File: src/mer_pkg.sv
package mer_pkg;

    localparam int COORD_WIDTH_DEF = 12;
    localparam int AXIS_WIDTH_DEF  = 11;
    localparam int OUT_W           = 14;
    localparam int UPC_W           = 4;

    localparam logic CMD_START = 1'b0;
    localparam logic CMD_STEP  = 1'b1;

    typedef logic [UPC_W-1:0] t_upc;

    typedef enum logic [3:0] {
        OP_NOP,
        OP_LATCH,
        OP_MUL_AA,
        OP_MUL_BB,
        OP_MUL_AAB,
        OP_INIT1,
        OP_ADV1,
        OP_ADV2,
        OP_MUL_TX,
        OP_MUL_TY,
        OP_MUL_BBT,
        OP_MUL_AAT,
        OP_INIT2,
        OP_EMIT,
        OP_EMPTY
    } t_op;

    typedef enum logic [2:0] {
        COND_NEXT,
        COND_JUMP,
        COND_DISPATCH,
        COND_SETTLE,
        COND_OUT_WAIT
    } t_cond;

    typedef struct packed {
        t_op   op;
        t_cond cond;
        t_upc  target;
    } t_uword;

    typedef struct packed {
        t_op  op;
        logic fire;
    } t_dp_ctl;

    typedef struct packed {
        logic region_done;
        logic active;
        logic out_busy;
    } t_dp_stat;

    // microprogram addresses
    localparam t_upc U_IDLE    = 4'd0;
    localparam t_upc U_S_AA    = 4'd1;
    localparam t_upc U_S_BB    = 4'd2;
    localparam t_upc U_S_AAB   = 4'd3;
    localparam t_upc U_S_INIT  = 4'd4;
    localparam t_upc U_SETTLE  = 4'd5;
    localparam t_upc U_ADV1    = 4'd6;
    localparam t_upc U_ADV2    = 4'd7;
    localparam t_upc U_R_TX    = 4'd8;
    localparam t_upc U_R_TY    = 4'd9;
    localparam t_upc U_R_BBT   = 4'd10;
    localparam t_upc U_R_AAT   = 4'd11;
    localparam t_upc U_R_INIT  = 4'd12;
    localparam t_upc U_EMIT    = 4'd13;
    localparam t_upc U_EMPTY   = 4'd14;

    function automatic t_uword ucode(input t_upc upc);
        t_uword w;
        w = '{op: OP_NOP, cond: COND_JUMP, target: U_IDLE};
        case (upc)
            U_IDLE:   w = '{op: OP_LATCH,   cond: COND_DISPATCH, target: U_IDLE};
            U_S_AA:   w = '{op: OP_MUL_AA,  cond: COND_NEXT,     target: U_IDLE};
            U_S_BB:   w = '{op: OP_MUL_BB,  cond: COND_NEXT,     target: U_IDLE};
            U_S_AAB:  w = '{op: OP_MUL_AAB, cond: COND_NEXT,     target: U_IDLE};
            U_S_INIT: w = '{op: OP_INIT1,   cond: COND_NEXT,     target: U_IDLE};
            U_SETTLE: w = '{op: OP_NOP,     cond: COND_SETTLE,   target: U_R_TX};
            U_ADV1:   w = '{op: OP_ADV1,    cond: COND_NEXT,     target: U_IDLE};
            U_ADV2:   w = '{op: OP_ADV2,    cond: COND_SETTLE,   target: U_R_TX};
            U_R_TX:   w = '{op: OP_MUL_TX,  cond: COND_NEXT,     target: U_IDLE};
            U_R_TY:   w = '{op: OP_MUL_TY,  cond: COND_NEXT,     target: U_IDLE};
            U_R_BBT:  w = '{op: OP_MUL_BBT, cond: COND_NEXT,     target: U_IDLE};
            U_R_AAT:  w = '{op: OP_MUL_AAT, cond: COND_NEXT,     target: U_IDLE};
            U_R_INIT: w = '{op: OP_INIT2,   cond: COND_JUMP,     target: U_EMIT};
            U_EMIT:   w = '{op: OP_EMIT,    cond: COND_OUT_WAIT, target: U_IDLE};
            U_EMPTY:  w = '{op: OP_EMPTY,   cond: COND_OUT_WAIT, target: U_IDLE};
            default:  w = '{op: OP_NOP,     cond: COND_JUMP,     target: U_IDLE};
        endcase
        return w;
    endfunction

endpackage

File: src/mer_seq.sv
module mer_seq (
    input  logic               i_clk,
    input  logic               i_rst_n,
    input  logic               i_valid,
    input  logic               i_command,
    input  mer_pkg::t_dp_stat  i_stat,
    output logic               o_stall,
    output mer_pkg::t_dp_ctl   o_ctl
);

    mer_pkg::t_upc   r_upc;
    mer_pkg::t_upc   n_upc;
    mer_pkg::t_uword w_word;
    logic            w_accept;

    assign w_word   = mer_pkg::ucode(r_upc);
    assign w_accept = i_valid && (w_word.cond == mer_pkg::COND_DISPATCH);

    always_ff @(posedge i_clk) begin
        if (!i_rst_n) begin
            r_upc <= mer_pkg::U_IDLE;
        end else begin
            r_upc <= n_upc;
        end
    end

    // next step
    always_comb begin
        n_upc = r_upc;
        case (w_word.cond)
            mer_pkg::COND_NEXT: begin
                n_upc = r_upc + mer_pkg::t_upc'(1);
            end
            mer_pkg::COND_JUMP: begin
                n_upc = w_word.target;
            end
            mer_pkg::COND_DISPATCH: begin
                if (!w_accept) begin
                    n_upc = r_upc;
                end else if (i_command == mer_pkg::CMD_START) begin
                    n_upc = mer_pkg::U_S_AA;
                end else if (i_stat.active) begin
                    n_upc = mer_pkg::U_ADV1;
                end else begin
                    n_upc = mer_pkg::U_EMPTY;
                end
            end
            mer_pkg::COND_SETTLE: begin
                n_upc = i_stat.region_done ? w_word.target : mer_pkg::U_EMIT;
            end
            mer_pkg::COND_OUT_WAIT: begin
                n_upc = i_stat.out_busy ? r_upc : w_word.target;
            end
            default: begin
                n_upc = mer_pkg::U_IDLE;
            end
        endcase
    end

    // control word to the datapath
    always_comb begin
        o_stall   = (w_word.cond != mer_pkg::COND_DISPATCH);
        o_ctl.op  = w_word.op;
        case (w_word.cond)
            mer_pkg::COND_DISPATCH: o_ctl.fire = w_accept;
            mer_pkg::COND_OUT_WAIT: o_ctl.fire = !i_stat.out_busy;
            default:                o_ctl.fire = 1'b1;
        endcase
    end

endmodule

File: src/mer_dp.sv
module mer_dp #(
    parameter int COORD_WIDTH = mer_pkg::COORD_WIDTH_DEF,
    parameter int AXIS_WIDTH  = mer_pkg::AXIS_WIDTH_DEF
) (
    input  logic                              i_clk,
    input  logic                              i_rst_n,
    input  mer_pkg::t_dp_ctl                  i_ctl,
    output mer_pkg::t_dp_stat                 o_stat,
    input  logic                              i_command,
    input  logic [COORD_WIDTH-1:0]            i_center_x,
    input  logic [COORD_WIDTH-1:0]            i_center_y,
    input  logic [AXIS_WIDTH-1:0]             i_semi_axis_a,
    input  logic [AXIS_WIDTH-1:0]             i_semi_axis_b,
    input  logic                              i_stall,
    output logic                              o_valid,
    output logic signed [mer_pkg::OUT_W-1:0]  o_col_right,
    output logic signed [mer_pkg::OUT_W-1:0]  o_col_left,
    output logic signed [mer_pkg::OUT_W-1:0]  o_row_low,
    output logic signed [mer_pkg::OUT_W-1:0]  o_row_high,
    output logic                              o_valid_res,
    output logic                              o_last
);

    localparam int OW  = AXIS_WIDTH + 2;
    localparam int TXW = OW + 1;
    localparam int AAW = 2 * AXIS_WIDTH;
    localparam int T1W = 2 * TXW;
    localparam int T2W = T1W + 1;
    localparam int MAW = AAW + 1;
    localparam int MBW = T2W;
    localparam int DW  = MAW + MBW;
    localparam int SW  = 3 * AXIS_WIDTH + 4;
    localparam int EXW = COORD_WIDTH + OW + mer_pkg::OUT_W;
    localparam int QW  = mer_pkg::OUT_W;

    logic [COORD_WIDTH-1:0] r_cx;
    logic [COORD_WIDTH-1:0] r_cy;
    logic [AXIS_WIDTH-1:0]  r_a;
    logic [AXIS_WIDTH-1:0]  r_b;
    logic [AAW-1:0]         r_aa;
    logic [AAW-1:0]         r_bb;
    logic [OW-1:0]          r_x;
    logic [OW-1:0]          r_y;
    logic [SW-1:0]          r_sx;
    logic [SW-1:0]          r_sy;
    logic signed [DW-1:0]   r_d;
    logic signed [DW-1:0]   r_prod;
    logic [T1W-1:0]         r_t1;
    logic signed [T2W-1:0]  r_t2;
    logic                   r_r2;
    logic                   r_took;
    logic                   r_active;
    logic                   r_out_valid;
    logic signed [QW-1:0]   r_col_right;
    logic signed [QW-1:0]   r_col_left;
    logic signed [QW-1:0]   r_row_low;
    logic signed [QW-1:0]   r_row_high;
    logic                   r_valid_res;
    logic                   r_last;

    logic [TXW-1:0]         w_tx;
    logic [OW-1:0]          w_ty;
    logic signed [MAW-1:0]  w_mul_a;
    logic signed [MBW-1:0]  w_mul_b;
    logic signed [DW-1:0]   w_prod;
    logic signed [DW-1:0]   e_aa;
    logic signed [DW-1:0]   e_bb;
    logic signed [DW-1:0]   e_sx;
    logic signed [DW-1:0]   e_sy;
    logic signed [DW-1:0]   w_n1;
    logic signed [DW-1:0]   w_n2;
    logic signed [DW-1:0]   w_d_adv;
    logic signed [T2W-1:0]  w_t2;
    logic [SW-1:0]          w_two_aa;
    logic [SW-1:0]          w_two_bb;
    logic                   w_d_neg;
    logic                   w_d_pos;
    logic                   w_more;
    logic                   w_load_out;
    logic [EXW-1:0]         w_cr;
    logic [EXW-1:0]         w_cl;
    logic [EXW-1:0]         w_rl;
    logic [EXW-1:0]         w_rh;

    // divide by four, rounding toward zero
    function automatic logic signed [DW-1:0] quarter(input logic signed [DW-1:0] n);
        logic signed [DW-1:0] s;
        s = n + (n[DW-1] ? DW'(3) : DW'(0));
        quarter = s >>> 2;
    endfunction

    assign w_tx = {r_x, 1'b1};
    assign w_ty = (r_y == '0) ? OW'(1) : (r_y - OW'(1));

    // shared multiplier operand selection
    always_comb begin
        w_mul_a = '0;
        w_mul_b = '0;
        case (i_ctl.op)
            mer_pkg::OP_MUL_AA: begin
                w_mul_a = MAW'(r_a);
                w_mul_b = MBW'(r_a);
            end
            mer_pkg::OP_MUL_BB: begin
                w_mul_a = MAW'(r_b);
                w_mul_b = MBW'(r_b);
            end
            mer_pkg::OP_MUL_AAB: begin
                w_mul_a = MAW'(r_aa);
                w_mul_b = MBW'(r_b);
            end
            mer_pkg::OP_MUL_TX: begin
                w_mul_a = MAW'(w_tx);
                w_mul_b = MBW'(w_tx);
            end
            mer_pkg::OP_MUL_TY: begin
                w_mul_a = MAW'(w_ty);
                w_mul_b = MBW'(w_ty);
            end
            mer_pkg::OP_MUL_BBT: begin
                w_mul_a = MAW'(r_bb);
                w_mul_b = MBW'(r_t1);
            end
            mer_pkg::OP_MUL_AAT: begin
                w_mul_a = MAW'(r_aa);
                w_mul_b = r_t2;
            end
            default: begin
                w_mul_a = '0;
                w_mul_b = '0;
            end
        endcase
    end

    assign w_prod = w_mul_a * w_mul_b;

    assign e_aa = DW'(r_aa);
    assign e_bb = DW'(r_bb);
    assign e_sx = DW'(r_sx);
    assign e_sy = DW'(r_sy);

    assign w_two_aa = SW'({r_aa, 1'b0});
    assign w_two_bb = SW'({r_bb, 1'b0});

    // region one start value, r_prod holds aa*b
    assign w_n1 = (e_bb <<< 2) + e_aa - (r_prod <<< 2) + DW'(2);
    // region two start value, r_d holds bb*(2x+1)^2 and r_prod aa*(4(y-1)^2-4bb)
    assign w_n2 = r_d + r_prod + DW'(2);
    // r_prod holds (y-1)^2
    assign w_t2 = (T2W'(r_prod[T1W-3:0]) <<< 2) - (T2W'(r_bb) <<< 2);

    assign w_d_neg = r_d[DW-1];
    assign w_d_pos = !r_d[DW-1] && (r_d != '0);

    always_comb begin
        if (r_r2) begin
            w_d_adv = r_d + e_aa - e_sy + (r_took ? e_sx : DW'(0));
        end else begin
            w_d_adv = r_d + e_bb + e_sx - (r_took ? e_sy : DW'(0));
        end
    end

    assign w_more = r_r2 ? (r_y != '0) : 1'b1;

    assign w_cr = EXW'(r_cx) + EXW'(r_x);
    assign w_cl = EXW'(r_cx) - EXW'(r_x);
    assign w_rl = EXW'(r_cy) + EXW'(r_y);
    assign w_rh = EXW'(r_cy) - EXW'(r_y);

    assign w_load_out = i_ctl.fire &&
                        ((i_ctl.op == mer_pkg::OP_EMIT) || (i_ctl.op == mer_pkg::OP_EMPTY));

    always_ff @(posedge i_clk) begin
        if (i_ctl.fire) begin
            case (i_ctl.op)
                mer_pkg::OP_LATCH: begin
                    if (i_command == mer_pkg::CMD_START) begin
                        r_cx <= i_center_x;
                        r_cy <= i_center_y;
                        r_a  <= i_semi_axis_a;
                        r_b  <= i_semi_axis_b;
                    end
                end
                mer_pkg::OP_MUL_AA: begin
                    r_prod <= w_prod;
                end
                mer_pkg::OP_MUL_BB: begin
                    r_aa   <= r_prod[AAW-1:0];
                    r_prod <= w_prod;
                end
                mer_pkg::OP_MUL_AAB: begin
                    r_bb   <= r_prod[AAW-1:0];
                    r_prod <= w_prod;
                end
                mer_pkg::OP_INIT1: begin
                    r_sy <= SW'(r_prod <<< 1);
                    r_d  <= quarter(w_n1);
                    r_x  <= '0;
                    r_y  <= OW'(r_b);
                    r_sx <= '0;
                    r_r2 <= 1'b0;
                end
                mer_pkg::OP_ADV1: begin
                    if (!r_r2) begin
                        r_x    <= r_x + OW'(1);
                        r_sx   <= r_sx + w_two_bb;
                        r_took <= !w_d_neg;
                        if (!w_d_neg) begin
                            r_sy <= r_sy - w_two_aa;
                            r_y  <= r_y - OW'(1);
                        end
                    end else begin
                        r_y    <= r_y - OW'(1);
                        r_sy   <= r_sy - w_two_aa;
                        r_took <= !w_d_pos;
                        if (!w_d_pos) begin
                            r_sx <= r_sx + w_two_bb;
                            r_x  <= r_x + OW'(1);
                        end
                    end
                end
                mer_pkg::OP_ADV2: begin
                    r_d <= w_d_adv;
                end
                mer_pkg::OP_MUL_TX: begin
                    r_prod <= w_prod;
                end
                mer_pkg::OP_MUL_TY: begin
                    r_t1   <= r_prod[T1W-1:0];
                    r_prod <= w_prod;
                end
                mer_pkg::OP_MUL_BBT: begin
                    r_t2   <= w_t2;
                    r_prod <= w_prod;
                end
                mer_pkg::OP_MUL_AAT: begin
                    r_d    <= r_prod;
                    r_prod <= w_prod;
                end
                mer_pkg::OP_INIT2: begin
                    r_d  <= quarter(w_n2);
                    r_r2 <= 1'b1;
                end
                mer_pkg::OP_EMIT: begin
                    r_col_right <= w_cr[QW-1:0];
                    r_col_left  <= w_cl[QW-1:0];
                    r_row_low   <= w_rl[QW-1:0];
                    r_row_high  <= w_rh[QW-1:0];
                    r_valid_res <= 1'b1;
                    r_last      <= !w_more;
                end
                mer_pkg::OP_EMPTY: begin
                    r_col_right <= '0;
                    r_col_left  <= '0;
                    r_row_low   <= '0;
                    r_row_high  <= '0;
                    r_valid_res <= 1'b0;
                    r_last      <= 1'b0;
                end
                default: begin
                end
            endcase
        end
    end

    always_ff @(posedge i_clk) begin
        if (!i_rst_n) begin
            r_active    <= 1'b0;
            r_out_valid <= 1'b0;
        end else begin
            if (i_ctl.fire && (i_ctl.op == mer_pkg::OP_EMIT)) begin
                r_active <= w_more;
            end
            if (w_load_out) begin
                r_out_valid <= 1'b1;
            end else if (!i_stall) begin
                r_out_valid <= 1'b0;
            end
        end
    end

    assign o_stat.region_done = !r_r2 && !(r_sx < r_sy);
    assign o_stat.active      = r_active;
    assign o_stat.out_busy    = r_out_valid && i_stall;

    assign o_valid     = r_out_valid;
    assign o_col_right = r_col_right;
    assign o_col_left  = r_col_left;
    assign o_row_low   = r_row_low;
    assign o_row_high  = r_row_high;
    assign o_valid_res = r_valid_res;
    assign o_last      = r_last;

endmodule

File: src/midpoint_ellipse_rasterizer.sv
// start: aa, bb and aa*b pass through the shared multiplier, then the decision
// value is formed; step: x and y advance, then the decision value is updated;
// the region change adds four passes through the shared multiplier and the new
// decision value; a step with no ellipse in progress gives an empty result; a new
// transaction waits until the result is loaded; reset (i_rst_n low, synchronous)
// clears the step counter, the output valid and the ellipse-active flag
module midpoint_ellipse_rasterizer #(
    parameter int COORD_WIDTH = mer_pkg::COORD_WIDTH_DEF,
    parameter int AXIS_WIDTH  = mer_pkg::AXIS_WIDTH_DEF
) (
    input  logic                              i_clk,
    input  logic                              i_rst_n,
    input  logic                              i_valid,
    output logic                              o_stall,
    input  logic                              i_command,
    input  logic [COORD_WIDTH-1:0]            i_center_x,
    input  logic [COORD_WIDTH-1:0]            i_center_y,
    input  logic [AXIS_WIDTH-1:0]             i_semi_axis_a,
    input  logic [AXIS_WIDTH-1:0]             i_semi_axis_b,
    output logic                              o_valid,
    input  logic                              i_stall,
    output logic signed [mer_pkg::OUT_W-1:0]  o_col_right,
    output logic signed [mer_pkg::OUT_W-1:0]  o_col_left,
    output logic signed [mer_pkg::OUT_W-1:0]  o_row_low,
    output logic signed [mer_pkg::OUT_W-1:0]  o_row_high,
    output logic                              o_valid_res,
    output logic                              o_last
);

    mer_pkg::t_dp_ctl  w_ctl;
    mer_pkg::t_dp_stat w_stat;

    mer_seq u_seq (
        .i_clk     (i_clk),
        .i_rst_n   (i_rst_n),
        .i_valid   (i_valid),
        .i_command (i_command),
        .i_stat    (w_stat),
        .o_stall   (o_stall),
        .o_ctl     (w_ctl)
    );

    mer_dp #(
        .COORD_WIDTH (COORD_WIDTH),
        .AXIS_WIDTH  (AXIS_WIDTH)
    ) u_dp (
        .i_clk         (i_clk),
        .i_rst_n       (i_rst_n),
        .i_ctl         (w_ctl),
        .o_stat        (w_stat),
        .i_command     (i_command),
        .i_center_x    (i_center_x),
        .i_center_y    (i_center_y),
        .i_semi_axis_a (i_semi_axis_a),
        .i_semi_axis_b (i_semi_axis_b),
        .i_stall       (i_stall),
        .o_valid       (o_valid),
        .o_col_right   (o_col_right),
        .o_col_left    (o_col_left),
        .o_row_low     (o_row_low),
        .o_row_high    (o_row_high),
        .o_valid_res   (o_valid_res),
        .o_last        (o_last)
    );

endmodule
File: config.mk
export PLATFORM = sky130hd
export DESIGN_NAME = midpoint_ellipse_rasterizer
export DESIGN_NICKNAME = d
export VERILOG_FILES = /design/src/mer_pkg.sv /design/src/mer_seq.sv /design/src/mer_dp.sv /design/src/midpoint_ellipse_rasterizer.sv
export SDC_FILE = /design/constraint.sdc
export NUM_CORES = 2
export LEC_CHECK = 0
export BUFFER_PORTS_ARGS = -buffer_cell sky130_fd_sc_hd__buf_2
export CAP_MARGIN = 40
export CORE_MARGIN = 2
export CORE_UTILIZATION = 40
export DETAILED_ROUTE_END_ITERATION = 16
export HOLD_SLACK_MARGIN = 0.15
export PLACE_DENSITY_LB_ADDON = 0.2
export SETUP_SLACK_MARGIN = 0.15
export SYNTH_ARGS = -nofsm -noshare
export SYNTH_HDL_FRONTEND = slang
export SYNTH_SLANG_ARGS = --single-unit
File: constraint.sdc
create_clock -name i_clk -period 8.77 [get_ports i_clk]
set_input_delay 0.4385 -clock i_clk [delete_from_list [all_inputs] [get_ports i_clk]]
set_output_delay 0.4385 -clock i_clk [all_outputs]
set_load 0.01 [all_outputs]
==> metrics <==
R2R cell count=36; synthesis-to-layout area growth=15.2%; cell family with most CP delay=adder cells; Critical Path AT=9.16 ns; PwrDens=384 nW/um^2; VDD IR max=0.000223 V; dpl ws=-0.384 ns; average wire per standard cell=22.3 um; CTS Buf Count=54; Hold Vio Cnt, Final=0; Clk Latency, worst-skew pair=0.70 ns; FMAX=about 0.11 GHz; gr ovfl total=0; Top FF cell, synth=edfxtp_1; Yosys cell types=roughly 100; hold path start=i_command; worst reg2reg setup slack=0.01 ns; Syn Area/Cell=8.90 sq um; EDFF count, synth=405; Hold Crit Class=input pin to flop; die area=roughly 160000 sq um; total core area=158000 sq um; FP Rows=146; H-tree depth=2; cell mode on critical path=fa_1; reg2reg end=u_dp.r_prod[47]; asr flop ratio synth=0%; final worst slack=roughly 0.014 ns; Starting Density=40.3%; worst-margin pin slew=~1.2 ns; crit start category=flop; CP max stage delay=between 0.5 and 0.6 ns; die height=403 um; Max Fanout on Critical Path=15; GR Util All Layers=26.7%; Tot Pwr=0.0282 W; CTS max path bufs=3; crit path buf inv count=10; DRT Pass-1 Iters=6; Fill cells=between 15000 and 20000; maxcap violations=0; CP Launch Point=u_dp.r_y[4]; Worst R2R Start=u_dp.r_y[4]; Final period util=99.8%; Critical Path RT=9.17 ns; TritonCTS clock tree=built; DRC Markers=0; Worst Hold Path Cells=4; die width=403 um; status=complete, no violations; Hold EP=u_seq.r_upc[1]; commonest non-fill, non-tap cells in the layout=inv_1, fa_1, nand2_1, nor2_1, ha_1; initial antenna violation count=3; Synth Instances=7164; Worst Clk Skew=0.0691 ns; I/O pin cnt=111; clock root buffer=clkbuf_16; max_slew headroom=18.9%; flops & latches, synth=420; crit path time final=between 8 and 9 ns; CTS Sinks=420; share of layout cells above drive strength 1=12.1%; clock-pin slew on the worst setup and hold paths=0.06 ns; Synth Cell Area=63800 sq um; routed vias/inst=~5.5; Sum Neg Setup Slack=0 ns; vias=~53000; pins over their slew limit=0; Port Buf Inserts=110; most common cell after layout, fill and taps aside=inv_1; syn nets=8609; first-pass GRT wire length=between 300000 and 400000 um; Pleak=around 33 nW; Final nets=9072; final setup fails=0; critical path endpoint category=flop; # diodes=0; WS Path Type=flop to flop; CP max-delay cell=fa_1; number of routed nets with antenna violations=0; hpwl dp=181000 um; Yosys Warn Count=0; WHS=0.438 ns; RSZ-0062 raised after global routing=true; vias in the first global route=53900; final WL=approximately 220000 um; Seq/Total Area, Yosys=19.5%; DR iter-0 viols=4443; Routability Congestion=0.946; largest net degree at the start of global routing=68; Finished Core Util=46.4%
==> repair_timing <==
| action | in CTS | in global routing |
|---|---|---|
| setup endpoints to repair | 27 | 63 |
| setup buffers | 8 | 19 |
| hold endpoints to repair | 55 | 0 |
| hold buffers | 48 | 0 |
| pin swaps | 95 | 43 |
| gates resized for setup | 108 | 83 |
==> synthesized netlist by cell type (12+ instances only) <==
cell type / n / share of area (%)
fa_1: 782 / 25
a22o_1: 28 / 0.38
nand3_1: 105 / 0.82
a211oi_1: 58 / 0.68
xor2_1: 138 / 1.9
or2_2: 16 / 0.16
nor2_1: 669 / 3.9
o21a_1: 46 / 0.54
nand2b_1: 67 / 0.66
and2_1: 86 / 0.84
a211o_1: 28 / 0.38
a21oi_1: 329 / 2.6
xnor2_1: 297 / 4.1
nor2b_1: 62 / 0.61
a21o_1: 153 / 1.8
buf_1: 22 / 0.13
clkbuf_1: 226 / 1.3
o31ai_1: 28 / 0.33
a222oi_1: 39 / 0.61
a2111oi_0: 12 / 0.16
mux2i_1: 14 / 0.22
a31oi_1: 27 / 0.26
inv_1: 1236 / 7.3
or3_1: 41 / 0.40
nand4_1: 59 / 0.58
o21ai_1: 33 / 0.26
buf_2: 13 / 0.10
o21ai_0: 255 / 2.0
ha_1: 612 / 12
and3_1: 53 / 0.52
edfxtp_1: 405 / 19
a221oi_1: 24 / 0.33
nor3_1: 114 / 0.89
nand2_1: 689 / 4.1
nor4_1: 40 / 0.39
a21boi_0: 20 / 0.24
o21bai_1: 57 / 0.67
a22oi_1: 37 / 0.44
o211ai_1: 26 / 0.31
dfxtp_1: 15 / 0.47
==> where the power goes <==
| part | total (W) | switching (W) | leakage (nW) | internal, W |
|---|---|---|---|---|
| combinational | 0.0220 | 0.0134 | 28.6 | 0.00865 |
| sequential | 0.00386 | 0.000700 | 3.85 | 0.00316 |
| clock | 0.00235 | 0.00101 | 0.879 | 0.00134 |
| total | 0.0282 | 0.0151 | 33.3 | 0.0131 |
==> per-layer routing <==
layer / track usage [%] / up-vias / part of all wire (%)
met4: 8.80 / 0 / 3.7
met5: 0 / - / 0
met3: 2.60 / 263 / 5.1
li1: - / 24700 / -
met2: 46.0 / 1521 / 48
met1: 35.2 / 26600 / 43
==> per-stage QoR <==
step           instances  instance area [sq um]
3_3_place_gp        9560                  70100
5_1_grt             9740                  73400
4_1_cts             9721                  72900
3_5_place_dp        9568                  70200
6_report            9740                  73400
2_1_floorplan       7164                  63800
==> area by class of cell <==
type / instances / area, sq um / area share (%)
multi-input combinational: 5243 / 46500 / 63.4
timing repair buffer: 671 / 5380 / 7.33
clock buffer: 65 / 1460 / 1.98
tap: 2072 / 2590 / 3.53
clock inverter: 32 / 358 / 0.487
sequential: 420 / 12500 / 17.0
inverter: 1237 / 4640 / 6.32
==> sequential cells by signal, summed over array words and instances, names as in the netlist, 4 cells and up <==
name	flops
u_dp.r_bb	22
u_dp.r_sx	36
u_dp.r_y	13
u_seq.r_upc	4
u_dp.r_cx	12
u_dp.o_row_high	13
u_dp.o_col_left	13
u_dp.r_sy	36
u_dp.r_t1	28
u_dp.r_prod	52
u_dp.r_d	52
u_dp.r_a	11
u_dp.r_t2	27
u_dp.o_col_right	14
u_dp.r_x	13
u_dp.o_row_low	14
u_dp.r_b	11
u_seq.w_word	9
u_dp.r_aa	22
u_dp.r_cy	12
==> cell families after synthesis <==
kind of cell / after synthesis / synth area share [%]
AND/OR/NAND/NOR: 2074 / 14.9
buffers and inverters: 1501 / 8.88
adder cells (fa/ha/maj): 1394 / 36.6
AO/OA/AOI/OAI: 1321 / 13.8
XOR/XNOR: 436 / 6.00
flip-flops: 420 / 19.5
multiplexers: 18 / 0.290
==> worst max-delay path by stage <==
stage	slack, ns	cells after the start	end
6_report	0.01	36	u_dp.r_prod[47]
4_1_cts	0.07	35	u_dp.r_prod[51]
5_1_grt	-0.31	35	u_dp.r_prod[49]
3_5_place_dp	-0.38	35	u_dp.r_prod[45]
2_1_floorplan	0.15	33	u_dp.r_prod[45]
3_3_place_gp	-0.30	35	u_dp.r_prod[51]
==> worst reg2reg max path, delay by kind of cell, from the launching register on <==
kind / cells / cell delay (ns)
AOI/OAI and AO/OA: 8 / 1.42
xor gates and xnor gates: 2 / 0.28
adders and majority gates: 8 / 3.82
buffers and inverters: 10 / 1.14
DFF: 1 / 0.40
and+or+nand+nor: 8 / 1.46
Power figures use the tool's default switching activity.
